===== src/rtl/e3d_pkg.sv =====
// Shared types, constants and the CRC-8 helper for the ESP3 telegram deframer.
`default_nettype none

package e3d_pkg;

    localparam int HDR_BYTES = 6;
    localparam logic [7:0] CRC_POLY = 8'h07;

    localparam int Q_DEPTH = 4;
    localparam int Q_PTR_W = 2;
    localparam int Q_CNT_W = 3;

    localparam int TDATA_W = 80;

    // Result event codes
    localparam logic [2:0] EV_HDR_OK     = 3'd0;
    localparam logic [2:0] EV_DATA       = 3'd1;
    localparam logic [2:0] EV_OPTION     = 3'd2;
    localparam logic [2:0] EV_FRAME_OK   = 3'd3;
    localparam logic [2:0] EV_CRC_ERR    = 3'd4;
    localparam logic [2:0] EV_HDR_REJECT = 3'd5;

    // Configuration register indexes
    localparam logic REG_SYNC_VALUE   = 1'b0;
    localparam logic REG_MAX_DATA_LEN = 1'b1;

    typedef struct packed {
        logic [7:0]  sync_value;
        logic [15:0] max_data_len;
    } cfg_t;

    // One classified event as it sits in the queue between front and back.
    typedef struct packed {
        logic [2:0]  event_res;
        logic [7:0]  payload_byte;
        logic [15:0] byte_index;
        logic [7:0]  packet_type;
        logic [15:0] data_length;
        logic [7:0]  option_length;
    } item_t;

    // CRC-8, MSB first, no reflection, no final XOR.
    function automatic logic [7:0] crc8_byte(input logic [7:0] crc, input logic [7:0] b);
        logic [7:0] c;
        c = crc ^ b;
        for (int k = 0; k < 8; k++)
        begin
            c = c[7] ? ({c[6:0], 1'b0} ^ CRC_POLY) : {c[6:0], 1'b0};
        end
        return c;
    endfunction

endpackage

`default_nettype wire


===== src/rtl/e3d_front.sv =====
// Front end: header hunting window, section tracking and running CRC per received byte.
`default_nettype none

module e3d_front (
    input  wire logic               clk,
    input  wire logic               rst_n,
    input  wire e3d_pkg::cfg_t      cfg,
    input  wire logic               in_valid,
    input  wire logic [7:0]         in_byte,
    input  wire logic               in_ready,
    output logic                    push,
    output e3d_pkg::item_t          item
);

    localparam logic [1:0] PH_HUNT   = 2'd0;
    localparam logic [1:0] PH_DATA   = 2'd1;
    localparam logic [1:0] PH_OPTION = 2'd2;
    localparam logic [1:0] PH_CRC    = 2'd3;

    logic [1:0]  phase_reg, phase_next;
    logic [7:0]  win_reg  [e3d_pkg::HDR_BYTES];
    logic [7:0]  win_next [e3d_pkg::HDR_BYTES];
    logic [7:0]  cand     [e3d_pkg::HDR_BYTES];
    logic [2:0]  fill_reg, fill_next;
    logic [15:0] dlen_reg, dlen_next;
    logic [7:0]  olen_reg, olen_next;
    logic [7:0]  type_reg, type_next;
    logic [15:0] cnt_reg, cnt_next;
    logic [7:0]  crc_reg, crc_next;

    logic        accept;
    logic        full;
    logic [15:0] cand_dlen;
    logic [7:0]  hdr_crc;
    logic        hdr_good;
    logic [16:0] cnt_inc;
    logic [7:0]  crc_upd;

    assign accept  = in_valid && in_ready;
    assign full    = (fill_reg == 3'(e3d_pkg::HDR_BYTES - 1));
    assign cnt_inc = {1'b0, cnt_reg} + 17'd1;
    assign crc_upd = e3d_pkg::crc8_byte(crc_reg, in_byte);

    always_comb
    begin
        for (int i = 0; i < e3d_pkg::HDR_BYTES; i++)
        begin
            cand[i] = (fill_reg == 3'(i)) ? in_byte : win_reg[i];
        end
    end

    assign cand_dlen = {cand[1], cand[2]};
    assign hdr_crc = e3d_pkg::crc8_byte(e3d_pkg::crc8_byte(e3d_pkg::crc8_byte(
                     e3d_pkg::crc8_byte(8'h00, cand[1]), cand[2]), cand[3]), cand[4]);
    assign hdr_good = (cand[0] == cfg.sync_value) && (cand_dlen <= cfg.max_data_len)
                      && (hdr_crc == cand[5]);

    always_comb
    begin
        phase_next = phase_reg;
        win_next   = win_reg;
        fill_next  = fill_reg;
        dlen_next  = dlen_reg;
        olen_next  = olen_reg;
        type_next  = type_reg;
        cnt_next   = cnt_reg;
        crc_next   = crc_reg;
        push       = 1'b0;
        item       = '0;

        if (accept)
        begin
            unique case (phase_reg)
                PH_HUNT:
                begin
                    if (!full)
                    begin
                        win_next  = cand;
                        fill_next = fill_reg + 3'd1;
                    end
                    else if (!hdr_good)
                    begin
                        // Slide by one byte and keep checking on every later byte.
                        for (int i = 0; i < e3d_pkg::HDR_BYTES - 1; i++)
                        begin
                            win_next[i] = cand[i + 1];
                        end
                        win_next[e3d_pkg::HDR_BYTES - 1] = 8'h00;
                        push           = 1'b1;
                        item.event_res = e3d_pkg::EV_HDR_REJECT;
                    end
                    else
                    begin
                        dlen_next = cand_dlen;
                        olen_next = cand[3];
                        type_next = cand[4];
                        cnt_next  = '0;
                        crc_next  = '0;
                        fill_next = '0;
                        for (int i = 0; i < e3d_pkg::HDR_BYTES; i++)
                        begin
                            win_next[i] = 8'h00;
                        end
                        if (cand_dlen != 16'd0)
                            phase_next = PH_DATA;
                        else if (cand[3] != 8'd0)
                            phase_next = PH_OPTION;
                        else
                            phase_next = PH_CRC;
                        push               = 1'b1;
                        item.event_res     = e3d_pkg::EV_HDR_OK;
                        item.packet_type   = cand[4];
                        item.data_length   = cand_dlen;
                        item.option_length = cand[3];
                    end
                end
                PH_DATA:
                begin
                    crc_next = crc_upd;
                    if (cnt_inc >= {1'b0, dlen_reg})
                    begin
                        cnt_next   = '0;
                        phase_next = (olen_reg != 8'd0) ? PH_OPTION : PH_CRC;
                    end
                    else
                    begin
                        cnt_next = cnt_inc[15:0];
                    end
                    push               = 1'b1;
                    item.event_res     = e3d_pkg::EV_DATA;
                    item.payload_byte  = in_byte;
                    item.byte_index    = cnt_reg;
                    item.packet_type   = type_reg;
                    item.data_length   = dlen_reg;
                    item.option_length = olen_reg;
                end
                PH_OPTION:
                begin
                    crc_next = crc_upd;
                    if (cnt_inc >= {9'd0, olen_reg})
                    begin
                        cnt_next   = '0;
                        phase_next = PH_CRC;
                    end
                    else
                    begin
                        cnt_next = cnt_inc[15:0];
                    end
                    push               = 1'b1;
                    item.event_res     = e3d_pkg::EV_OPTION;
                    item.payload_byte  = in_byte;
                    item.byte_index    = cnt_reg;
                    item.packet_type   = type_reg;
                    item.data_length   = dlen_reg;
                    item.option_length = olen_reg;
                end
                PH_CRC:
                begin
                    push               = 1'b1;
                    item.event_res     = (in_byte == crc_reg) ? e3d_pkg::EV_FRAME_OK
                                                              : e3d_pkg::EV_CRC_ERR;
                    item.packet_type   = type_reg;
                    item.data_length   = dlen_reg;
                    item.option_length = olen_reg;
                    // Hunt again from an empty window; payload is not rescanned.
                    phase_next = PH_HUNT;
                    cnt_next   = '0;
                    crc_next   = '0;
                end
                default:
                begin
                    phase_next = PH_HUNT;
                end
            endcase
        end
    end

    always_ff @(posedge clk or negedge rst_n)
    begin
        if (!rst_n)
        begin
            phase_reg <= PH_HUNT;
            fill_reg  <= '0;
            dlen_reg  <= '0;
            olen_reg  <= '0;
            type_reg  <= '0;
            cnt_reg   <= '0;
            crc_reg   <= '0;
            for (int i = 0; i < e3d_pkg::HDR_BYTES; i++)
            begin
                win_reg[i] <= 8'h00;
            end
        end
        else
        begin
            phase_reg <= phase_next;
            fill_reg  <= fill_next;
            dlen_reg  <= dlen_next;
            olen_reg  <= olen_next;
            type_reg  <= type_next;
            cnt_reg   <= cnt_next;
            crc_reg   <= crc_next;
            win_reg   <= win_next;
        end
    end

    a_fill_range: assert property (@(posedge clk) disable iff (!rst_n)
        fill_reg <= 3'(e3d_pkg::HDR_BYTES - 1))
        else $error("header window fill out of range");

    a_fill_empty_in_frame: assert property (@(posedge clk) disable iff (!rst_n)
        (phase_reg != PH_HUNT) |-> (fill_reg == 3'd0))
        else $error("window not empty while inside a frame");

    a_push_on_crc: assert property (@(posedge clk) disable iff (!rst_n)
        (accept && (phase_reg == PH_CRC)) |=> (phase_reg == PH_HUNT))
        else $error("frame end did not return to hunting");

endmodule

`default_nettype wire


===== src/rtl/e3d_queue.sv =====
// Short event queue that decouples the byte classifier from the output stage.
`default_nettype none

module e3d_queue (
    input  wire logic               clk,
    input  wire logic               rst_n,
    input  wire logic               push,
    input  wire e3d_pkg::item_t     push_item,
    output logic                    full,
    input  wire logic               pop,
    output logic                    not_empty,
    output e3d_pkg::item_t          head_item
);

    e3d_pkg::item_t mem [e3d_pkg::Q_DEPTH];

    logic [e3d_pkg::Q_PTR_W-1:0] wr_ptr_reg;
    logic [e3d_pkg::Q_PTR_W-1:0] rd_ptr_reg;
    logic [e3d_pkg::Q_CNT_W-1:0] count_reg;

    assign full      = (count_reg == e3d_pkg::Q_CNT_W'(e3d_pkg::Q_DEPTH));
    assign not_empty = (count_reg != '0);
    assign head_item = mem[rd_ptr_reg];

    always_ff @(posedge clk)
    begin
        if (push)
            mem[wr_ptr_reg] <= push_item;
    end

    always_ff @(posedge clk or negedge rst_n)
    begin
        if (!rst_n)
        begin
            wr_ptr_reg <= '0;
            rd_ptr_reg <= '0;
            count_reg  <= '0;
        end
        else
        begin
            if (push)
                wr_ptr_reg <= wr_ptr_reg + 1'b1;
            if (pop)
                rd_ptr_reg <= rd_ptr_reg + 1'b1;
            if (push && !pop)
                count_reg <= count_reg + 1'b1;
            else if (pop && !push)
                count_reg <= count_reg - 1'b1;
        end
    end

    a_no_overflow: assert property (@(posedge clk) disable iff (!rst_n)
        !(push && full))
        else $error("event queue written while full");

    a_no_underflow: assert property (@(posedge clk) disable iff (!rst_n)
        pop |-> not_empty)
        else $error("event queue read while empty");

endmodule

`default_nettype wire


===== src/rtl/e3d_back.sv =====
// Back end: formats queued events into the output register and drives the result stream.
`default_nettype none

module e3d_back (
    input  wire logic                         clk,
    input  wire logic                         rst_n,
    input  wire logic                         q_not_empty,
    input  wire e3d_pkg::item_t               q_item,
    output logic                              q_pop,
    output logic                              out_valid,
    input  wire logic                         out_ready,
    output logic [e3d_pkg::TDATA_W-1:0]       out_data,
    output logic [2:0]                        out_kind
);

    logic                         valid_reg;
    logic [e3d_pkg::TDATA_W-1:0]  data_reg, data_next;
    logic [2:0]                   kind_reg;
    logic                         hdr_fields;
    logic                         has_flen;
    logic [16:0]                  flen;

    assign q_pop = q_not_empty && (!valid_reg || out_ready);

    assign hdr_fields = (q_item.event_res != e3d_pkg::EV_HDR_REJECT);
    assign has_flen   = (q_item.event_res == e3d_pkg::EV_FRAME_OK) ||
                        (q_item.event_res == e3d_pkg::EV_CRC_ERR);
    assign flen       = 17'd7 + {1'b0, q_item.data_length} + {9'd0, q_item.option_length};

    always_comb
    begin
        data_next = {7'd0,
                     has_flen   ? flen                 : 17'd0,
                     hdr_fields ? q_item.option_length : 8'd0,
                     hdr_fields ? q_item.data_length   : 16'd0,
                     hdr_fields ? q_item.packet_type   : 8'd0,
                     q_item.byte_index,
                     q_item.payload_byte};
    end

    always_ff @(posedge clk or negedge rst_n)
    begin
        if (!rst_n)
            valid_reg <= 1'b0;
        else if (q_pop)
            valid_reg <= 1'b1;
        else if (out_ready)
            valid_reg <= 1'b0;
    end

    always_ff @(posedge clk)
    begin
        if (q_pop)
        begin
            data_reg <= data_next;
            kind_reg <= q_item.event_res;
        end
    end

    assign out_valid = valid_reg;
    assign out_data  = data_reg;
    assign out_kind  = kind_reg;

endmodule

`default_nettype wire


===== src/rtl/esp3_telegram_deframer.sv =====
// Top level of the ESP3 telegram deframer: configuration registers and stream wiring.
//
// Received bytes arrive one per transaction on the s_axis channel (s_tdata[7:0]).
// Every byte that completes a header check, belongs to a frame body or is the
// frame CRC produces one event transaction on the m_axis channel; bytes that
// only fill the header window produce none. The event code travels in m_tuser.
// sync_value (address 0) and max_data_len (address 4) are set through the APB
// port; the user must do so only while idle, which the block does not enforce.
// The classifier writes each accepted byte's event into the queue at the accepting
// edge, and the output register takes it from the queue once that register is
// empty or being read. The header CRC and the running CRC are combinational, so
// one byte is accepted every cycle while the event queue is not full.
// When the receiver stalls, the four-entry event queue plus the output register
// absorb events; s_tready drops only once the queue is full.
// Reset returns the registers to 0x55 and 1024, empties the queue and the
// header window and starts hunting.
`default_nettype none

module esp3_telegram_deframer (
    input  wire logic                         clk,
    input  wire logic                         rst_n,
    input  wire logic                         s_tvalid,
    output logic                              s_tready,
    input  wire logic [7:0]                   s_tdata,   // rx_byte
    output logic                              m_tvalid,
    input  wire logic                         m_tready,
    // payload_byte, byte_index, packet_type, data_length, option_length, frame_length
    output logic [e3d_pkg::TDATA_W-1:0]       m_tdata,
    output logic [2:0]                        m_tuser,   // event_res
    input  wire logic                         psel,
    input  wire logic                         penable,
    input  wire logic                         pwrite,
    input  wire logic [2:0]                   paddr,
    input  wire logic [31:0]                  pwdata,
    output logic [31:0]                       prdata,
    output logic                              pready
);

    logic [7:0]      sync_reg;
    logic [15:0]     maxlen_reg;
    e3d_pkg::cfg_t   cfg;
    logic            cfg_write;

    logic            push;
    e3d_pkg::item_t  push_item;
    logic            q_full;
    logic            q_pop;
    logic            q_not_empty;
    e3d_pkg::item_t  head_item;

    assign pready    = 1'b1;
    assign cfg_write = psel && penable && pwrite && pready;

    always_ff @(posedge clk or negedge rst_n)
    begin
        if (!rst_n)
        begin
            sync_reg   <= 8'h55;
            maxlen_reg <= 16'd1024;
        end
        else if (cfg_write)
        begin
            unique case (paddr[2])
                e3d_pkg::REG_SYNC_VALUE:   sync_reg   <= pwdata[7:0];
                e3d_pkg::REG_MAX_DATA_LEN: maxlen_reg <= pwdata[15:0];
                default:                   sync_reg   <= sync_reg;
            endcase
        end
    end

    always_comb
    begin
        unique case (paddr[2])
            e3d_pkg::REG_SYNC_VALUE:   prdata = {24'd0, sync_reg};
            e3d_pkg::REG_MAX_DATA_LEN: prdata = {16'd0, maxlen_reg};
            default:                   prdata = 32'd0;
        endcase
    end

    assign cfg.sync_value   = sync_reg;
    assign cfg.max_data_len = maxlen_reg;
    assign s_tready         = !q_full;

    e3d_front u_front (
        .clk      (clk),
        .rst_n    (rst_n),
        .cfg      (cfg),
        .in_valid (s_tvalid),
        .in_byte  (s_tdata),
        .in_ready (s_tready),
        .push     (push),
        .item     (push_item)
    );

    e3d_queue u_queue (
        .clk       (clk),
        .rst_n     (rst_n),
        .push      (push),
        .push_item (push_item),
        .full      (q_full),
        .pop       (q_pop),
        .not_empty (q_not_empty),
        .head_item (head_item)
    );

    e3d_back u_back (
        .clk         (clk),
        .rst_n       (rst_n),
        .q_not_empty (q_not_empty),
        .q_item      (head_item),
        .q_pop       (q_pop),
        .out_valid   (m_tvalid),
        .out_ready   (m_tready),
        .out_data    (m_tdata),
        .out_kind    (m_tuser)
    );

endmodule

`default_nettype wire


===== config.mk =====
export PLATFORM = sky130hd
export DESIGN_NAME = esp3_telegram_deframer
export DESIGN_NICKNAME = d
export VERILOG_FILES = /design/src/rtl/e3d_pkg.sv /design/src/rtl/e3d_front.sv /design/src/rtl/e3d_queue.sv /design/src/rtl/e3d_back.sv /design/src/rtl/esp3_telegram_deframer.sv
export SDC_FILE = /design/constraint.sdc
export NUM_CORES = 1
export LEC_CHECK = 0
export BUFFER_PORTS_ARGS = -buffer_cell sky130_fd_sc_hd__buf_2
export CAP_MARGIN = 25
export CORE_UTILIZATION = 45
export CTS_CLUSTER_DIAMETER = 120
export CTS_CLUSTER_SIZE = 40
export DETAILED_ROUTE_END_ITERATION = 10
export GPL_ROUTABILITY_DRIVEN = 0
export PLACE_DENSITY = 0.6
export SKIP_CTS_REPAIR_TIMING = 1
export SLEW_MARGIN = 20
export SYNTH_ARGS = -nofsm -noshare
export SYNTH_HDL_FRONTEND = slang
export SYNTH_SLANG_ARGS = --single-unit

===== constraint.sdc =====
create_clock -name clk -period 7.45 [get_ports clk]
set_clock_uncertainty 0.1 [all_clocks]
set_input_delay 0.3725 -clock clk [delete_from_list [all_inputs] [get_ports clk]]
set_output_delay 0.3725 -clock clk [all_outputs]
set_load 0.01 [all_outputs]

Yosys cells after proc, flatten, opt, wreduce, memory -nomap -nowiden
Memories as Yosys holds them, arrays and structs flattened.
Cells that the tools add are included.
W data, S select, Z words.
- eq/ne operators: 20
- mux-type cells: 85
- reduce and logical (&&, ||, !) cells: 31
- add/subtract/negate cells: 8
- order comparisons: 3
- bitwise operators: 45
- operators by type and width (kind ; number):
    $mux W3 ; 47
    $pmux W32 S2 ; 2
    $not A3 Y3 ; 40
    $mux W48 ; 2
    $mux W16 ; 4
    $mux W32 ; 2
    $mux W8 ; 8
    $pmux W16 S4 ; 1
    $mux W59 ; 1
    $xor A8 B8 Y8 ; 4
    $eq A8 B8 Y1 ; 3
    $mux W24 ; 1
    $pmux W8 S3 ; 1
    $add A16 B1 Y17 const B ; 1
    $add A17 B8 Y17 ; 1
    $add A3 B16 Y17 const A ; 1
    $ge A17 B16 Y1 ; 1
    $ge A17 B8 Y1 ; 1
    $le A16 B16 Y1 ; 1
    $reduce_bool A16 Y1 ; 1
    $reduce_bool A8 Y1 ; 2
    $eq A3 B3 Y1 const B ; 4
    $pmux W3 S4 ; 1
    $mux W2 ; 5
    27 further kinds ; 57
- memories kept: 1
- register bits after elaboration: 217
- input port bits: 50
- logic and storage cells: 216
- output and inout port bits: 118
- RAM bits: 236
- memories (memory ; words ; width ; rd ports ; clocked after memory_dff ; wr ports ; line ; text):
    u_queue.mem ; 4 ; 59 ; 1 ; 0 ; 1 ; e3d_queue.sv:15 ; e3d_pkg::item_t mem [e3d_pkg::Q_DEPTH];

Longest topological paths before layout
Gate-level depths: netlist (run 1).
- depth in word-level cells: 75
- gate-level depth with buffers: 21
- gate-level depth less buffers: 18

Hierarchy
A second synthesis (run 1) with hierarchy kept.
- cell total of the unflattened synthesis: 1653
- area, all modules: 22723.0 um2
- by module, submodules not included (module ; area each (um2) ; cells each ; instances ; seq. area each (um2)):
    e3d_front ; 9098.7 ; 990 ; 1 ; 2727.6
    e3d_queue ; 8976.1 ; 343 ; 1 ; 7262.0
    e3d_back ; 3385.7 ; 231 ; 1 ; 2307.2
    esp3_telegram_deframer ; 1262.5 ; 89 ; 1 ; 606.8

Worst setup path before layout (run 1)
OpenSTA, ideal clock, no wires.
- path kind: register to register
- from: register u_queue.count_reg[0] in the netlist's numbering
- to: register u_queue.count_reg[1] in the netlist's numbering
- buffers on the path: 0
- period minus slack after synthesis: 5787 ps
- path slack: 1663 ps
- library setup time: 125 ps
- data required time: 7225 ps
- cell stages (with the launch flop): 8
- data arrival time: 5562 ps
- cell sequence: dfrtp_1 -> nor3_1 -> a21oi_1 -> inv_1 -> ha_1 -> inv_1 -> fa_1 -> mux2_2
- elaborated cells on any way between the ends: 15
- those cells by class: 2 x add/sub; 1 x eq/ne; 3 x mux; 9 x reduce/logical
- RTL lines (what ; line ; text):
    start: declaration ; e3d_queue.sv:19 ; logic [e3d_pkg::Q_CNT_W-1:0] count_reg;
    start signal: assignment ; e3d_queue.sv:46 ; count_reg <= count_reg + 1'b1;
    start signal: assignment ; e3d_queue.sv:48 ; count_reg <= count_reg - 1'b1;
    $reduce_bool A3 Y1 * ; e3d_queue.sv:22 ; assign not_empty = (count_reg != '0);
    $logic_and A1 B1 Y1 * ; e3d_back.sv:23 ; assign q_pop = q_not_empty && (!valid_reg || out_ready);
    net q_pop ; esp3_telegram_deframer.sv:47 ; logic q_pop;
    $logic_not A1 Y1 ; e3d_queue.sv:45 ; if (push && !pop)
    $logic_and A1 B1 Y1 ; e3d_queue.sv:45 ;
    $mux W3 or $reduce_bool A2 Y1 (tied branches) ; - ;
The timed path passes the listed nets; every way through them passes the cells marked *. The select of a mux whose other input is x is not followed.
A chain may end at the register's enable or synchronous reset.

==> impl_results.html, run 1 <==
<table>
<tr><th>Metric</th><th>Value</th></tr>
<tr><th colspan="2">Placed design</th></tr>
<tr><td>Placed cell areas</td><td>roughly 0.023 mm^2</td></tr>
<tr><td>Setup slack after placement</td><td>1610 ps</td></tr>
<tr><td>Detail Placement HPWL</td><td>34700 um</td></tr>
<tr><td>IO Port Bufs</td><td>125</td></tr>
<tr><th colspan="2">Route</th></tr>
<tr><td>Antenna violation net count after detailed routing</td><td>0</td></tr>
<tr><td>First drt pass iteration count</td><td>7</td></tr>
<tr><td>Via count</td><td>13100</td></tr>
<tr><td>Mean routed wirelength per cell</td><td>21.6 um</td></tr>
<tr><td>Vias per inst</td><td>about 5.6</td></tr>
<tr><td>Wirelength, routed</td><td>50700 um</td></tr>
<tr><td>Starting DRC count in detailed routing</td><td>947</td></tr>
<tr><td>DRC violation count after routing</td><td>0</td></tr>
<tr><th colspan="2">Worst setup path</th></tr>
<tr><td>Cell repeated most along the worst path</td><td>sky130_fd_sc_hd__xnor3_1</td></tr>
<tr><td>Data required time of the critical path</td><td>7600 ps</td></tr>
<tr><td>Start point of the critical path</td><td>u_front.fill_reg[0]</td></tr>
<tr><td>CP endpoint kind</td><td>flip-flop</td></tr>
<tr><td>Crit Reg-Reg Startpoint</td><td>u_front.fill_reg[0]</td></tr>
<tr><td>Critical path, cell by cell</td><td>nor3b_2, buf_4, mux2i_2, ha_1, xnor3_1, xnor3_1, xnor3_1, xnor3_1, or3_1, a22oi_2, nand4_1, buf_4, o21ai_0</td></tr>
<tr><td>Crit path max-delay cell type</td><td>sky130_fd_sc_hd__o21ai_0</td></tr>
<tr><td>Highest net fanout along the worst path</td><td>96</td></tr>
<tr><td>Critical path startpoint category</td><td>flip-flop</td></tr>
<tr><td>Number of buffer and inverter stages on the critical path</td><td>2</td></tr>
<tr><td>Crit Path Category</td><td>reg -&gt; reg</td></tr>
<tr><td>Largest stage delay on the critical path</td><td>740 ps</td></tr>
<tr><td>Arrival time reported for the critical path endpoint</td><td>6090 ps</td></tr>
<tr><td>CP top delay family</td><td>XOR/XNOR gates</td></tr>
<tr><th colspan="2">Finish</th></tr>
<tr><td>Ratio of cells with drive above 1 in the final layout</td><td>18.4%</td></tr>
<tr><td>Final std cell area, no fill</td><td>0.0240 mm^2</td></tr>
<tr><td>Final #Nets</td><td>1850</td></tr>
<tr><td>Area growth from synthesis to layout</td><td>8.86%</td></tr>
<tr><td>Max reg flops</td><td>236</td></tr>
<tr><td>Diodes inserted</td><td>0</td></tr>
<tr><th colspan="2">Clock network</th></tr>
<tr><td>Clock latency on the worst-skew pair</td><td>between 500 and 600 ps</td></tr>
<tr><td>Clock tree from TritonCTS</td><td>built</td></tr>
<tr><td>Clk buf depth</td><td>3</td></tr>
<tr><td>Level count of the clock H-tree</td><td>1</td></tr>
<tr><td>Clock root buffer master</td><td>sky130_fd_sc_hd__clkbuf_16</td></tr>
<tr><td>Number of CTS-inserted buffers</td><td>16</td></tr>
<tr><td>Total clock sinks</td><td>~450</td></tr>
<tr><td>Post-CTS clock slew at the launch and capture registers of the worst setup and hold paths</td><td>roughly 160 ps</td></tr>
<tr><th colspan="2">Synth</th></tr>
<tr><td>Post-synth ARST share</td><td>a little under a third</td></tr>
<tr><td>Flip-flop and latch count after synthesis</td><td>453</td></tr>
<tr><td>Yosys warning count</td><td>0</td></tr>
<tr><td>Synthesized netlist cell count</td><td>1615</td></tr>
<tr><td>Area of the mapped netlist</td><td>0.0221 mm^2</td></tr>
<tr><td>Per-instance average area after synthesis</td><td>13.7 um^2</td></tr>
<tr><td>Share of synthesized area occupied by flip-flops and latches</td><td>58.5%</td></tr>
<tr><td>Most used DFF post-synth</td><td>sky130_fd_sc_hd__edfxtp_1</td></tr>
<tr><td>Number of flops mapped to enable cells by yosys</td><td>312</td></tr>
<tr><td>Unique cell type count in the Yosys netlist</td><td>70</td></tr>
<tr><th colspan="2">Flow run</th></tr>
<tr><td>Number of max-capacitance violations reported</td><td>0</td></tr>
<tr><th colspan="2">Timing</th></tr>
<tr><td>Least-Margin Pin Slew</td><td>1050 ps</td></tr>
<tr><td>Setup repair after global routing missed its margin</td><td>false</td></tr>
<tr><td>Max-slew violations</td><td>0</td></tr>
<tr><td>Worst relative slew slack</td><td>27.8%</td></tr>
<tr><td>Final hold vios</td><td>0</td></tr>
<tr><td>Final setup fails</td><td>0</td></tr>
<tr><td>Worst setup margin</td><td>around 1500 ps</td></tr>
<tr><td>Portion of the clock cycle consumed by the worst path in the final layout</td><td>79.7%</td></tr>
<tr><td>Highest clock rate</td><td>168 MHz</td></tr>
<tr><td>Final total negative setup slack</td><td>0 ps</td></tr>
<tr><td>Tmin final</td><td>5940 ps</td></tr>
<tr><th colspan="2">Power</th></tr>
<tr><td>Power Density</td><td>319 mW/mm^2</td></tr>
<tr><td>IR Drop Worst-Case VDD</td><td>0.000155 V</td></tr>
<tr><td>Leak</td><td>slightly below 10 nW</td></tr>
<tr><td>Post-layout total power</td><td>7.65 mW</td></tr>
<tr><th colspan="2">Floorplanning</th></tr>
<tr><td>Standard-cell row count</td><td>80</td></tr>
<tr><td>Area of the die</td><td>0.0499 mm^2</td></tr>
<tr><td>Vertical die dimension</td><td>223 um</td></tr>
<tr><td>Top-level I/O count</td><td>168</td></tr>
<tr><td>Starting utilization of the core area</td><td>~46%</td></tr>
<tr><td>Overall die width</td><td>around 220 um</td></tr>
<tr><td>Core region area</td><td>0.0480 mm^2</td></tr>
<tr><th colspan="2">Worst hold path</th></tr>
<tr><td>Type of the tightest min-delay check</td><td>in -&gt; reg</td></tr>
<tr><td>Min-Delay Startpoint</td><td>s_tdata[3]</td></tr>
<tr><th colspan="2">GRT</th></tr>
<tr><td>Number of global-route vias before repair</td><td>around 13000</td></tr>
<tr><td>Combined global-route utilization of all metal layers</td><td>approximately a fifth</td></tr>
<tr><td>Maximum number of pins on one net before global-route repair</td><td>97</td></tr>
<tr><td>Antenna violations before repair</td><td>6</td></tr>
<tr><td>Wire length of the first global-routing pass</td><td>78800 um</td></tr>
<tr><td>Total gr overflow</td><td>0</td></tr>
<tr><th colspan="2">Run status</th></tr>
<tr><td>Result of the run</td><td>finished, final reports clean</td></tr>
</table>
worst reg2reg max path, cell delays in order (launching register included):
cell                      delay, ps
sky130_fd_sc_hd__dfrtp_1        600
sky130_fd_sc_hd__nor3b_2        230
sky130_fd_sc_hd__buf_4          280
sky130_fd_sc_hd__mux2i_2        540
sky130_fd_sc_hd__ha_1           330
sky130_fd_sc_hd__xnor3_1        500
sky130_fd_sc_hd__xnor3_1        500
sky130_fd_sc_hd__xnor3_1        410
sky130_fd_sc_hd__xnor3_1        240
sky130_fd_sc_hd__or3_1          390
sky130_fd_sc_hd__a22oi_2        240
sky130_fd_sc_hd__nand4_1        130
sky130_fd_sc_hd__buf_4          380
sky130_fd_sc_hd__o21ai_0        760
layout by cell type, fill, tap and decap left out, types with 8 or more instances in the layout:
cell type and count:
sky130_fd_sc_hd__a211oi_1 10, sky130_fd_sc_hd__a21o_1 10, sky130_fd_sc_hd__a21oi_1 44, sky130_fd_sc_hd__a22o_1 11
sky130_fd_sc_hd__a22oi_1 11, sky130_fd_sc_hd__and2_1 46, sky130_fd_sc_hd__and3_1 30, sky130_fd_sc_hd__buf_2 124
sky130_fd_sc_hd__buf_4 27, sky130_fd_sc_hd__clkbuf_16 17, sky130_fd_sc_hd__conb_1 24, sky130_fd_sc_hd__dfrtp_1 134
sky130_fd_sc_hd__dlygate4sd3_1 18, sky130_fd_sc_hd__edfxtp_1 312, sky130_fd_sc_hd__ha_1 72, sky130_fd_sc_hd__inv_1 99
sky130_fd_sc_hd__mux2_2 38, sky130_fd_sc_hd__mux2i_1 51, sky130_fd_sc_hd__mux2i_2 8, sky130_fd_sc_hd__mux4_2 59
sky130_fd_sc_hd__nand2_1 93, sky130_fd_sc_hd__nand2b_1 8, sky130_fd_sc_hd__nand3_1 16, sky130_fd_sc_hd__nand4_1 19
sky130_fd_sc_hd__nor2_1 44, sky130_fd_sc_hd__nor2b_1 13, sky130_fd_sc_hd__nor3_1 34, sky130_fd_sc_hd__o21a_1 14
sky130_fd_sc_hd__o21ai_0 91, sky130_fd_sc_hd__o22a_1 20, sky130_fd_sc_hd__xnor2_1 70, sky130_fd_sc_hd__xnor3_1 16
sky130_fd_sc_hd__xor2_1 43
cells by family after synthesis:
kind of cell	after synthesis	share of synthesized area [%]
AOI/OAI and AO/OA	247	7.07
xor gates and xnor gates	137	6.81
adders and majority gates	74	4.26
buffers and inverters	200	4.03
DFF	453	58.5
muxes	165	11.4
other	2	0.0340
and+or+nand+nor	337	7.88
routing by layer:
layer / routed length [um] / GRT usage (%) / vias to the layer above
met4: 1070 / 4.68 / 2
li1: - / - / 6072
met2: 24100 / 33.6 / 337
met3: 2660 / 2.88 / 54
met5: 13 / 0 / -
met1: 22900 / 29.1 / 6635
power by group:
group	internal [mW]	total [mW]	switching (mW)
sequential	3.43	3.69	0.259
clock	0.487	1.27	0.781
combinational	1.18	2.69	1.51
total	5.10	7.65	2.55
cell usage after synthesis, drive strengths merged, types with 17 or more instances:
cell type,instances,area share [%]
a21oi,45,1.0
and2,46,1.3
and3,34,0.96
buf,53,1.5
clkbuf,48,0.82
dfrtp,136,15
edfxtp,312,42
ha,72,4.1
inv,99,1.7
mux2,45,2.4
mux2i,61,3.0
mux4,59,6.0
nand2,93,1.6
nand4,19,0.54
nor2,46,0.79
nor3,34,0.77
o21ai,96,2.2
o22a,20,0.79
xnor2,75,3.1
xnor3,17,1.7
xor2,43,1.7
final timing paths:
kind / endpoint / slack, ps / depth (start not counted)
worst max-delay path: u_queue.mem[0][19] / 1510 / 13
worst min-delay path: u_front.win_reg[11] / 300 / 2
worst max register to register: u_queue.mem[0][19] / 1510 / 13
worst min register to register: u_front.type_reg[1] / 390 / 2
max in group asynchronous: u_front.win_reg[24] / 5620 / 3
min in group asynchronous: u_front.fill_reg[0] / 370 / 2
stage by stage:
step | util [%] | std cells | hold WS (ps)
after floorplan | - | 1637 | -23.1
after global placement | 48.4 | 2302 | 362
after detailed placement | 48.4 | 2303 | 370
after CTS | 49.6 | 2331 | -163
after global routing | 50.0 | 2351 | 291
final | 50.0 | 2351 | 298
layout make-up:
| type | count | area (um^2) |
|---|---|---|
| timing repair buffer | 172 | 1030 |
| clock buffer | 23 | 448 |
| inverter | 99 | 372 |
| clock inverter | 5 | 110 |
| fill | 4125 | 24000 |
| multi-input combinational | 984 | 8380 |
| sequential | 453 | 12900 |
| tap | 615 | 769 |
(Power assumes the default switching activity.)
==> run 2, diff against run 1 <==
==> constraint.sdc (replaced) <==
create_clock -name clk -period 5.8 [get_ports clk]
set_clock_uncertainty 0.1 [all_clocks]
set_input_delay 0.29 -clock clk [delete_from_list [all_inputs] [get_ports clk]]
set_output_delay 0.29 -clock clk [all_outputs]
set_load 0.01 [all_outputs]
==> impl_results.html, run 2 (synthesis results as in run 1) <==
<table>
<tr><th>Metric</th><th>Value</th></tr>
<tr><th colspan="2">Run status</th></tr>
<tr><td>Result of the run</td><td>finished, final reports clean</td></tr>
<tr><th colspan="2">Timing</th></tr>
<tr><td>Highest clock rate</td><td>192 MHz</td></tr>
<tr><td>Portion of the clock cycle consumed by the worst path in the final layout</td><td>89.7%</td></tr>
<tr><td>Setup repair after global routing missed its margin</td><td>false</td></tr>
<tr><td>Max-slew violations</td><td>0</td></tr>
<tr><td>Least-Margin Pin Slew</td><td>990 ps</td></tr>
<tr><td>Worst relative slew slack</td><td>34.0%</td></tr>
<tr><td>Final total negative setup slack</td><td>0 ps</td></tr>
<tr><td>Tmin final</td><td>5200 ps</td></tr>
<tr><td>Final hold vios</td><td>0</td></tr>
<tr><td>Final setup fails</td><td>0</td></tr>
<tr><th colspan="2">Flow run</th></tr>
<tr><td>Number of max-capacitance violations reported</td><td>0</td></tr>
<tr><th colspan="2">Clock network</th></tr>
<tr><td>Post-CTS clock slew at the launch and capture registers of the worst setup and hold paths</td><td>approximately 150 ps</td></tr>
<tr><td>Clock root buffer master</td><td>sky130_fd_sc_hd__clkbuf_16</td></tr>
<tr><td>Total clock sinks</td><td>453</td></tr>
<tr><td>Number of CTS-inserted buffers</td><td>16</td></tr>
<tr><td>Level count of the clock H-tree</td><td>1</td></tr>
<tr><td>Clk buf depth</td><td>3</td></tr>
<tr><td>Clock latency on the worst-skew pair</td><td>570 ps</td></tr>
<tr><td>Clock tree from TritonCTS</td><td>built</td></tr>
<tr><th colspan="2">Power</th></tr>
<tr><td>Portion of total power attributed to combinational logic</td><td>35.8%</td></tr>
<tr><td>IR Drop Worst-Case VDD</td><td>roughly 0.00023 V</td></tr>
<tr><td>Power Density</td><td>405 mW/mm^2</td></tr>
<tr><td>Relative contribution of sequential cells to total power</td><td>47.9%</td></tr>
<tr><td>Clock Power Share</td><td>16.3%</td></tr>
<tr><td>Leak</td><td>between 10 and 15 nW</td></tr>
<tr><td>Net switching power</td><td>~3.3 mW</td></tr>
<tr><td>Switching part of the total</td><td>33.6%</td></tr>
<tr><td>Internal Power</td><td>6.54 mW</td></tr>
<tr><th colspan="2">Route</th></tr>
<tr><td>Antenna violation net count after detailed routing</td><td>0</td></tr>
<tr><td>Starting DRC count in detailed routing</td><td>1092</td></tr>
<tr><td>Mean routed wirelength per cell</td><td>21.6 um</td></tr>
<tr><td>Wirelength, routed</td><td>about 52000 um</td></tr>
<tr><td>Vias per inst</td><td>5.57</td></tr>
<tr><td>DRC violation count after routing</td><td>0</td></tr>
<tr><td>First drt pass iteration count</td><td>5</td></tr>
<tr><td>Via count</td><td>roughly 13000</td></tr>
<tr><th colspan="2">Finish</th></tr>
<tr><td>Max reg flops</td><td>around 240</td></tr>
<tr><td>Most common library cell in the layout ignoring fill and taps</td><td>sky130_fd_sc_hd__edfxtp_1</td></tr>
<tr><td>Area growth from synthesis to layout</td><td>10.1%</td></tr>
<tr><td>Diodes inserted</td><td>0</td></tr>
<tr><td>Most frequent cells in the layout</td><td>sky130_fd_sc_hd__edfxtp_1 (312), sky130_fd_sc_hd__dfrtp_1 (134), sky130_fd_sc_hd__buf_2 (125), sky130_fd_sc_hd__inv_1 (99), sky130_fd_sc_hd__nand2_1 (93)</td></tr>
<tr><td>Final #Nets</td><td>1889</td></tr>
<tr><td>Ratio of cells with drive above 1 in the final layout</td><td>20.1%</td></tr>
<tr><td>Fin cells</td><td>2390</td></tr>
<tr><th colspan="2">Floorplanning</th></tr>
<tr><td>Area of the die</td><td>around 0.050 mm^2</td></tr>
<tr><td>Top-level I/O count</td><td>168</td></tr>
<tr><td>Starting utilization of the core area</td><td>45.9%</td></tr>
<tr><td>Vertical die dimension</td><td>223 um</td></tr>
<tr><td>Core region area</td><td>0.0480 mm^2</td></tr>
<tr><td>Standard-cell row count</td><td>80</td></tr>
<tr><td>Overall die width</td><td>223 um</td></tr>
<tr><th colspan="2">Worst setup path</th></tr>
<tr><td>Crit Path Category</td><td>reg -&gt; reg</td></tr>
<tr><td>Critical path startpoint category</td><td>flip-flop</td></tr>
<tr><td>Start point of the critical path</td><td>u_front.fill_reg[2]</td></tr>
<tr><td>Data required time of the critical path</td><td>6000 ps</td></tr>
<tr><td>Arrival time reported for the critical path endpoint</td><td>5400 ps</td></tr>
<tr><td>Crit Reg-Reg Startpoint</td><td>u_front.fill_reg[2]</td></tr>
<tr><td>CP endpoint kind</td><td>flip-flop</td></tr>
<tr><td>Highest net fanout along the worst path</td><td>96</td></tr>
<tr><th colspan="2">GRT</th></tr>
<tr><td>Number of global-route vias before repair</td><td>about 13000</td></tr>
<tr><td>Wire length of the first global-routing pass</td><td>78800 um</td></tr>
<tr><td>Antenna violations before repair</td><td>4</td></tr>
<tr><td>Combined global-route utilization of all metal layers</td><td>between 20% and 30%</td></tr>
<tr><td>Total gr overflow</td><td>0</td></tr>
<tr><td>Maximum number of pins on one net before global-route repair</td><td>97</td></tr>
<tr><th colspan="2">Worst hold path</th></tr>
<tr><td>Min-Delay Startpoint</td><td>s_tdata[2]</td></tr>
<tr><td>Type of the tightest min-delay check</td><td>in -&gt; reg</td></tr>
<tr><th colspan="2">Placed design</th></tr>
<tr><td>Placed cell count</td><td>2344</td></tr>
<tr><td>Detail Placement HPWL</td><td>36200 um</td></tr>
<tr><td>IO Port Bufs</td><td>125</td></tr>
</table>
run 2: critical path: stages, from the launching register on:
cell                      delay, ps
sky130_fd_sc_hd__dfrtp_1        540
sky130_fd_sc_hd__nor3b_2        200
sky130_fd_sc_hd__buf_4          270
sky130_fd_sc_hd__mux2i_2        260
sky130_fd_sc_hd__ha_1           260
sky130_fd_sc_hd__xnor3_1        490
sky130_fd_sc_hd__xnor3_1        490
sky130_fd_sc_hd__xnor3_1        390
sky130_fd_sc_hd__xnor3_1        220
sky130_fd_sc_hd__or3_1          390
sky130_fd_sc_hd__a22oi_2        280
sky130_fd_sc_hd__nand4_1        210
sky130_fd_sc_hd__buf_12         260
sky130_fd_sc_hd__o21ai_0        500
run 2: layout make-up:
cell class                      instances  area (um^2)
Fill cell                            4194        23700
Sequential cell                       453        12900
Multi-Input combinational cell        984         8370
Timing Repair Buffer                  211         1350
Tap cell                              615          769
Clock buffer                           25          455
Inverter                               99          372
Clock inverter                          3         76.3
run 2: power groups by stage:
| stage | logic [mW] | clock network, mW | registers [mW] |
|---|---|---|---|
| final | 3.53 | 1.60 | 4.71 |
| after global routing | 3.93 | 1.73 | 4.79 |
| after CTS | 3.58 | 1.64 | 4.73 |
| after detailed placement | 3.57 | 0 | 4.80 |
| after global placement | 3.51 | 0 | 4.77 |
| after floorplan | 2.40 | 0 | 4.85 |
run 2: worst paths after layout:
| kind | endpoint | slack (ps) | cells after the start |
|---|---|---|---|
| worst min register to register | u_front.win_reg[0] | 400 | 1 |
| max in group asynchronous | u_queue.rd_ptr_reg[0] | 4290 | 3 |
| min in group asynchronous | u_front.win_reg[10] | 120 | 2 |
| worst max register to register | u_queue.mem[1][30] | 600 | 13 |
| worst max-delay path | u_queue.mem[1][30] | 600 | 13 |
| worst min-delay path | u_front.win_reg[10] | 70 | 2 |
run 2: per-layer routing:
metal  routed length, um  part of all wire, %  global-route usage [%]
met5                   0                    0                       0
met2               24500                   47                    33.5
met1               23600                   46                    29.9
met4                 975                  1.9                    4.51
met3                2600                  5.0                    2.55
run 2: per-stage QoR:
stage | util, % | setup slack [ps] | hold WS, ps | power (mW) | instance area, um^2
after floorplan | - | 13.1 | -106 | 7.25 | 22100
after global placement | 49.1 | 741 | 183 | 8.28 | 23600
after detailed placement | 49.1 | 670 | 181 | 8.37 | 23600
after CTS | 50.2 | 636 | -446 | 9.95 | 24100
after global routing | 50.6 | 282 | 52.2 | 10.5 | 24300
final | 50.6 | 598 | 74.1 | 9.85 | 24300
